**src/rtl/pjm_pkg.sv**
```systemverilog
// ----------------------------------------------------------------------------
// pjm_pkg
// Shared widths, operation codes and status codes of the periodic jitter
// monitor table.
// ----------------------------------------------------------------------------
`default_nettype none

package pjm_pkg;

	// default number of monitor slots
	localparam int MONITOR_COUNT_DEF = 8;

	// field widths
	localparam int OP_W     = 2;
	localparam int HANDLE_W = 3;
	localparam int TIME_W   = 32;
	localparam int STATUS_W = 3;

	localparam logic [TIME_W-1:0] ALL_ONES = '1;

	// operation codes
	localparam logic [OP_W-1:0] OP_CREATE = 2'd0;
	localparam logic [OP_W-1:0] OP_MARK   = 2'd1;
	localparam logic [OP_W-1:0] OP_REPORT = 2'd2;

	// result status codes
	localparam logic [STATUS_W-1:0] ST_OK       = 3'd0;
	localparam logic [STATUS_W-1:0] ST_FULL     = 3'd1;
	localparam logic [STATUS_W-1:0] ST_UNUSED   = 3'd2;
	localparam logic [STATUS_W-1:0] ST_BASELINE = 3'd3;
	localparam logic [STATUS_W-1:0] ST_EMPTY    = 3'd4;

endpackage

`default_nettype wire

```
**src/rtl/pjm_divider.sv**
```systemverilog
// ----------------------------------------------------------------------------
// pjm_divider
// Restoring unsigned divider, one quotient bit per cycle. The quotient is
// valid in the cycle where done is high and holds until the next start.
// ----------------------------------------------------------------------------
`default_nettype none

module pjm_divider import pjm_pkg::*; (
	input  logic              clk,
	input  logic              arst_n,
	input  logic              start,
	input  logic [TIME_W-1:0] dividend,
	input  logic [TIME_W-1:0] divisor,
	output logic              done,
	output logic [TIME_W-1:0] quotient
);

	localparam int CNT_W = $clog2(TIME_W);

	logic              busy_q;
	logic              done_q;
	logic [CNT_W-1:0]  cnt_q;
	logic [TIME_W-1:0] rem_q;
	logic [TIME_W-1:0] quo_q;
	logic [TIME_W-1:0] div_q;

	logic [TIME_W:0]   rem_shift;
	logic [TIME_W+1:0] diff;

	// trial subtract of the shifted remainder
	assign rem_shift = {rem_q, quo_q[TIME_W-1]};
	assign diff      = {1'b0, rem_shift} - {2'b00, div_q};

	// control
	always_ff @(posedge clk or negedge arst_n) begin
		if (!arst_n) begin
			busy_q <= 1'b0;
			done_q <= 1'b0;
			cnt_q  <= '0;
		end else begin
			done_q <= 1'b0;
			if (start) begin
				busy_q <= 1'b1;
				cnt_q  <= '0;
			end else if (busy_q) begin
				cnt_q <= cnt_q + 1'b1;
				if (cnt_q == CNT_W'(TIME_W - 1)) begin
					busy_q <= 1'b0;
					done_q <= 1'b1;
				end
			end
		end
	end

	// datapath
	always_ff @(posedge clk) begin
		if (start) begin
			rem_q <= '0;
			quo_q <= dividend;
			div_q <= divisor;
		end else if (busy_q) begin
			if (!diff[TIME_W+1]) begin
				rem_q <= diff[TIME_W-1:0];
				quo_q <= {quo_q[TIME_W-2:0], 1'b1};
			end else begin
				rem_q <= rem_shift[TIME_W-1:0];
				quo_q <= {quo_q[TIME_W-2:0], 1'b0};
			end
		end
	end

	assign done     = done_q;
	assign quotient = quo_q;

endmodule

`default_nettype wire

```
**config.mk**
```make
export PLATFORM = sky130hd
export DESIGN_NAME = pjm_divider
export DESIGN_NICKNAME = d
export VERILOG_FILES = /design/src/rtl/pjm_pkg.sv /design/src/rtl/pjm_divider.sv
export SDC_FILE = /design/constraint.sdc
export NUM_CORES = 1
export LEC_CHECK = 0
export ABC_AREA = 1
export BUFFER_PORTS_ARGS = -buffer_cell sky130_fd_sc_hd__buf_2
export CORE_AREA = 10 10 158 160
export CTS_CLUSTER_DIAMETER = 50
export DETAILED_ROUTE_END_ITERATION = 7
export DIE_AREA = 0 0 168 170
export RECOVER_POWER = 100
export SLEW_MARGIN = 0
export SYNTH_ARGS = -nofsm -noshare
export SYNTH_HDL_FRONTEND = slang
export SYNTH_SLANG_ARGS = --single-unit
```
**constraint.sdc**
```tcl
create_clock -name clk -period 2.3 [get_ports clk]
set_clock_uncertainty 0.2 [all_clocks]
set_input_delay 0.23 -clock clk [delete_from_list [all_inputs] [get_ports clk]]
set_output_delay 0.23 -clock clk [all_outputs]
set_load 0.05 [all_outputs]
```
# Word level (Yosys, flattened, before mapping)
# Cells that the tools add are included.
# word_totals
n_memories	0
reg_bits	103
ramBits	0
elab_cells	22
input_bits	67
rom_bits	0
latchBits	0
# classes
bitwise	0
eq_ne	1
div	0
mul	0
magnitude_cmp	0
add_sub_neg	2
n_mux	12
n_shift	0
reduce_logical	1
# op_table
operator	n
$mux W32	3
$sub A33 B32 Y34	1
$mux W5	2
$mux W1	7
$add A5 B1 Y5 const B	1
$eq A5 B5 Y1 const B	1
$reduce_bool A2 Y1	1

# Depth between registers and ports, before layout
# logic_depth
word_depth	4
depth_mapped	17

# Least setup slack after synthesis
# Ideal clock, no wire load.
# synth_timing
path_type	register -> register
start	register quo_q[31], in the netlist quotient[31]
end	register rem_q[28]
t_arrival_ns	2.182
required_ns	1.988
n_path_buf	0
path_stages_with_launch	17
setup_ns	0.112
path_slack_ns	-0.194
path_cell_list	edfxtp_1 inv_1 ha_1 inv_1 fa_1 nand3_1 nand3_1 nand2_1 nand2_1 nand2_1 nand2_1 nand2_1 nand2_1 nand2_1 nand3_2 nand2_1 nand2_1
# synth_via
elab_chain_len	2
# synth_lines
item	line_no	rtl
start: declaration	pjm_divider.sv:24	logic [TIME_W-1:0] quo_q;
start signal: assignment	pjm_divider.sv:59	quo_q <= dividend;
start signal: assignment	pjm_divider.sv:64	quo_q <= {quo_q[TIME_W-2:0], 1'b1};
start signal: assignment	pjm_divider.sv:67	quo_q <= {quo_q[TIME_W-2:0], 1'b0};
$sub A33 B32 Y34	pjm_divider.sv:32	assign diff = {1'b0, rem_shift} - {2'b00, div_q};
$mux W32	pjm_divider.sv:62	if (!diff[TIME_W+1]) begin
end signal: assignment	pjm_divider.sv:63	rem_q <= diff[TIME_W-1:0];
end signal: assignment	pjm_divider.sv:66	rem_q <= rem_shift[TIME_W-1:0];
end: declaration	pjm_divider.sv:23	logic [TIME_W-1:0] rem_q;
# Every way passes these cells.
# A chain may end at the register's enable or synchronous reset.

# Final worst setup path
# layout_timing
start	register div_q[22]
end	register rem_q[12]
# layout_via
elab_chain_len	2
# layout_lines
item	line_no	rtl
start: declaration	pjm_divider.sv:25	logic [TIME_W-1:0] div_q;
start signal: assignment	pjm_divider.sv:60	div_q <= divisor;
$sub A33 B32 Y34	pjm_divider.sv:32	
$mux W32	pjm_divider.sv:62	
# Every way passes these cells.

==> flow_summary.toml <==
[run_status]
status = "finished clean"

[worst_setup_path]
reg2reg_depth = 15
critPathMaxFanout = 8
r2r-end = "rem_q[12]"
reg2reg_from = "div_q[22]"
crit_required_ps = 2410
start_kind = "flop"
arrival_ps = 2340
end_kind = "flop"
critPathKind = "reg -> reg"
rrSetupSlack_ps = 70

[global_route]
grt_usage_pct = 14.2
grt_pass1_vias = 6836
grt_pass1_wl_mm = 33.6
grt_max_degree = 48
antenna_found_initial = 0
overflow = 0

[layout]
fin_util_pct = 45.3
fin_cells = 1502
synthToLayoutAreaGrowth_pct = 43.0
antenna_cells = 0
drive_gt1_share_pct = 24.2
final_area_um2 = 9830
fill_cells = 2156
fin_nets = 1319

[route]
avgViaCountPerCell = 4.54
drt-pass1-iter-count = 5
wl_per_cell_um = 14.0
remaining_drc_errors = 0
final_antenna_net_count = 0
drtIter0Drc = 437
vias = 6818
totalWireLength_mm = 21.1

[sta]
fmax_mhz = 449
fin_crit_sh_pct = 96.9
hold_viol = 0
min_period_ps = 2230
rsz0062_at_grt = "true"
tightest_slew_ps = 912
relSlewSlack_pct = 39.2
drv_slew = 0
hold-worst-slack_ps = 32.9
setup_viol = 0
post-route-worst-setup-slack_ps = 70.9

[clock_tree]
cts_buffers = 9
clk_pin_slew_ps = 80
cts_tree = "yes"
cts_sinks = 103
clockRootBuffer = "clkbuf_16"
cts_buffer_depth = 2
h-tree-depth = 3
clkLatencyLatePin_ps = 370

[floorplanning]
ios = 100
fp.coreArea_um2 = 21700
start_util_pct = 31.7
die_y_um = 170
rows = 54
dieArea_um2 = 28600
die_x_um = 168

[synthesis]
yosys.area.top_type = "edfxtp_1"
async_flop_share_pct = 6.80
yosys-top-cells-count = "nand2_1, inv_1, nand3_1"
ys_seq_area_share_pct = 39.8
ys_ff_latch = 103
synth_flop_cell = "edfxtp_1"
syn_inst = 975
syn_area_um2 = 6870
ys_top_cells_by_area = "edfxtp_1, nand2_1, inv_1"
ys.warnings.count = 0
synth-edff-count = 64
yosysMostFrequentCell = "nand2_1"
synth_top_area_share_pct = 28.0
syn_nets = 1077
syn_area_per_cell_um2 = 7.05
ys_types = 39

[pwr]
peakVddDrop_v = 0.000680
power.leakage_nw = 4.98
power_density_nw_per_um2 = 1150

[hold_path]
worstHoldPathType = "in -> reg"
hold_path_depth = 3
min_to = "quotient[0]"
hold_start = "dividend[0]"

[place]
placedInstanceArea_um2 = 8210
dp_hpwl_mm = 15.6
place_congestion = 0.939
dp_cells = 1405
pre_cts_ws_ps = -58.1
port_buffers = 99

[job]
max-cap-violations = 0
-- worst max-delay path, cell delays in order, from the launching register on --
cell	delay, ps
edfxtp_1	380
inv_2	80
ha_4	200
nand2_1	70
nand2_2	70
nand2_2	100
nand3_4	90
a21oi_4	150
nor2_4	70
nor2_8	140
buf_12	130
nand2_8	80
clkbuf_16	180
nand2_1	90
nand3_1	70
nand2_1	70
-- where the power goes --
| group | switching, mW | internal [mW] |
|---|---|---|
| clock network | 0.847 | 0.790 |
| registers | 0.305 | 2.35 |
| logic | 3.81 | 3.17 |
| total | 4.96 | 6.30 |
-- what timing repair did --
| action | CTS | global route |
|---|---|---|
| endpoints found under the setup margin | 4 | 33 |
| gates cloned | 0 | 3 |
| gates resized for setup | 3 | 114 |
| pin swaps | 1 | 41 |
| endpoints found under the hold margin | 73 | 0 |
| hold buffers | 65 | 0 |
| setup buffers | 1 | 12 |
-- logic make-up after synthesis --
| family | after synthesis | share of synthesized area [%] |
|---|---|---|
| compound gates | 41 | 3.46 |
| xor+xnor | 14 | 1.78 |
| fa+ha+maj | 35 | 6.48 |
| buf+inv | 200 | 11.7 |
| flops | 103 | 39.8 |
| simple gates | 582 | 36.8 |
-- how the worst max path moves through the flow --
stage,start,end,slack [ps],cells past startpoint
floorplan,quotient[31],rem_q[28],-80,16
global placement,quotient[31],rem_q[28],-50,16
detailed placement,quotient[31],rem_q[28],-60,16
CTS,quotient[31],rem_q[28],9,16
global route,div_q[8],rem_q[7],-50,16
finish,div_q[22],rem_q[12],70,15
-- cell usage in the layout (no fill, tap or decap), types with 12 or more instances in the layout --
cell,count
dlygate4sd3_1,65
nand2_2,40
inv_1,164
nand3_1,63
edfxtp_1,64
xnor2_1,13
buf_2,62
nor2_2,13
buf_4,67
nor2_1,33
ha_1,19
dfxtp_1,31
nand3b_1,13
clkbuf_16,12
nand2_1,358
inv_2,12
nand3_2,19
clkbuf_1,39
a21oi_1,14
ha_4,15
-- metal layers --
layer	part of all wire, %	global-route usage, %
met2	47	23.6
met5	0	0
met1	46	18.0
met3	5.0	3.80
met4	1.7	2.95
-- registers in the layout, summed over array words and instances (netlist names) --
signal	cells
div_q	32
quotient	32
rem_q	32
cnt_q	5
busy_q	1
done	1
-- cell type report --
class                           count  area, um^2  share of cell area, %
Timing Repair Buffer              253        1920                   19.5
Clock inverter                      7         100                   1.02
Clock buffer                        9         225                   2.29
Tap cell                          280         350                   3.56
Multi-Input combinational cell    672        3830                   38.9
Sequential cell                   103        2740                   27.9
Inverter                          178         671                   6.82
-- stage by stage --
| stage | TNS (ps) | total power [mW] |
|---|---|---|
| 2_1_floorplan | -194 | 6.41 |
| 3_3_place_gp | -74.5 | 8.27 |
| 3_5_place_dp | -101 | 8.28 |
| 4_1_cts | 0 | 10.1 |
| 5_1_grt | -732 | 12.2 |
| 6_report | 0 | 11.3 |
Note: power is estimated with default switching activity, not from simulation.
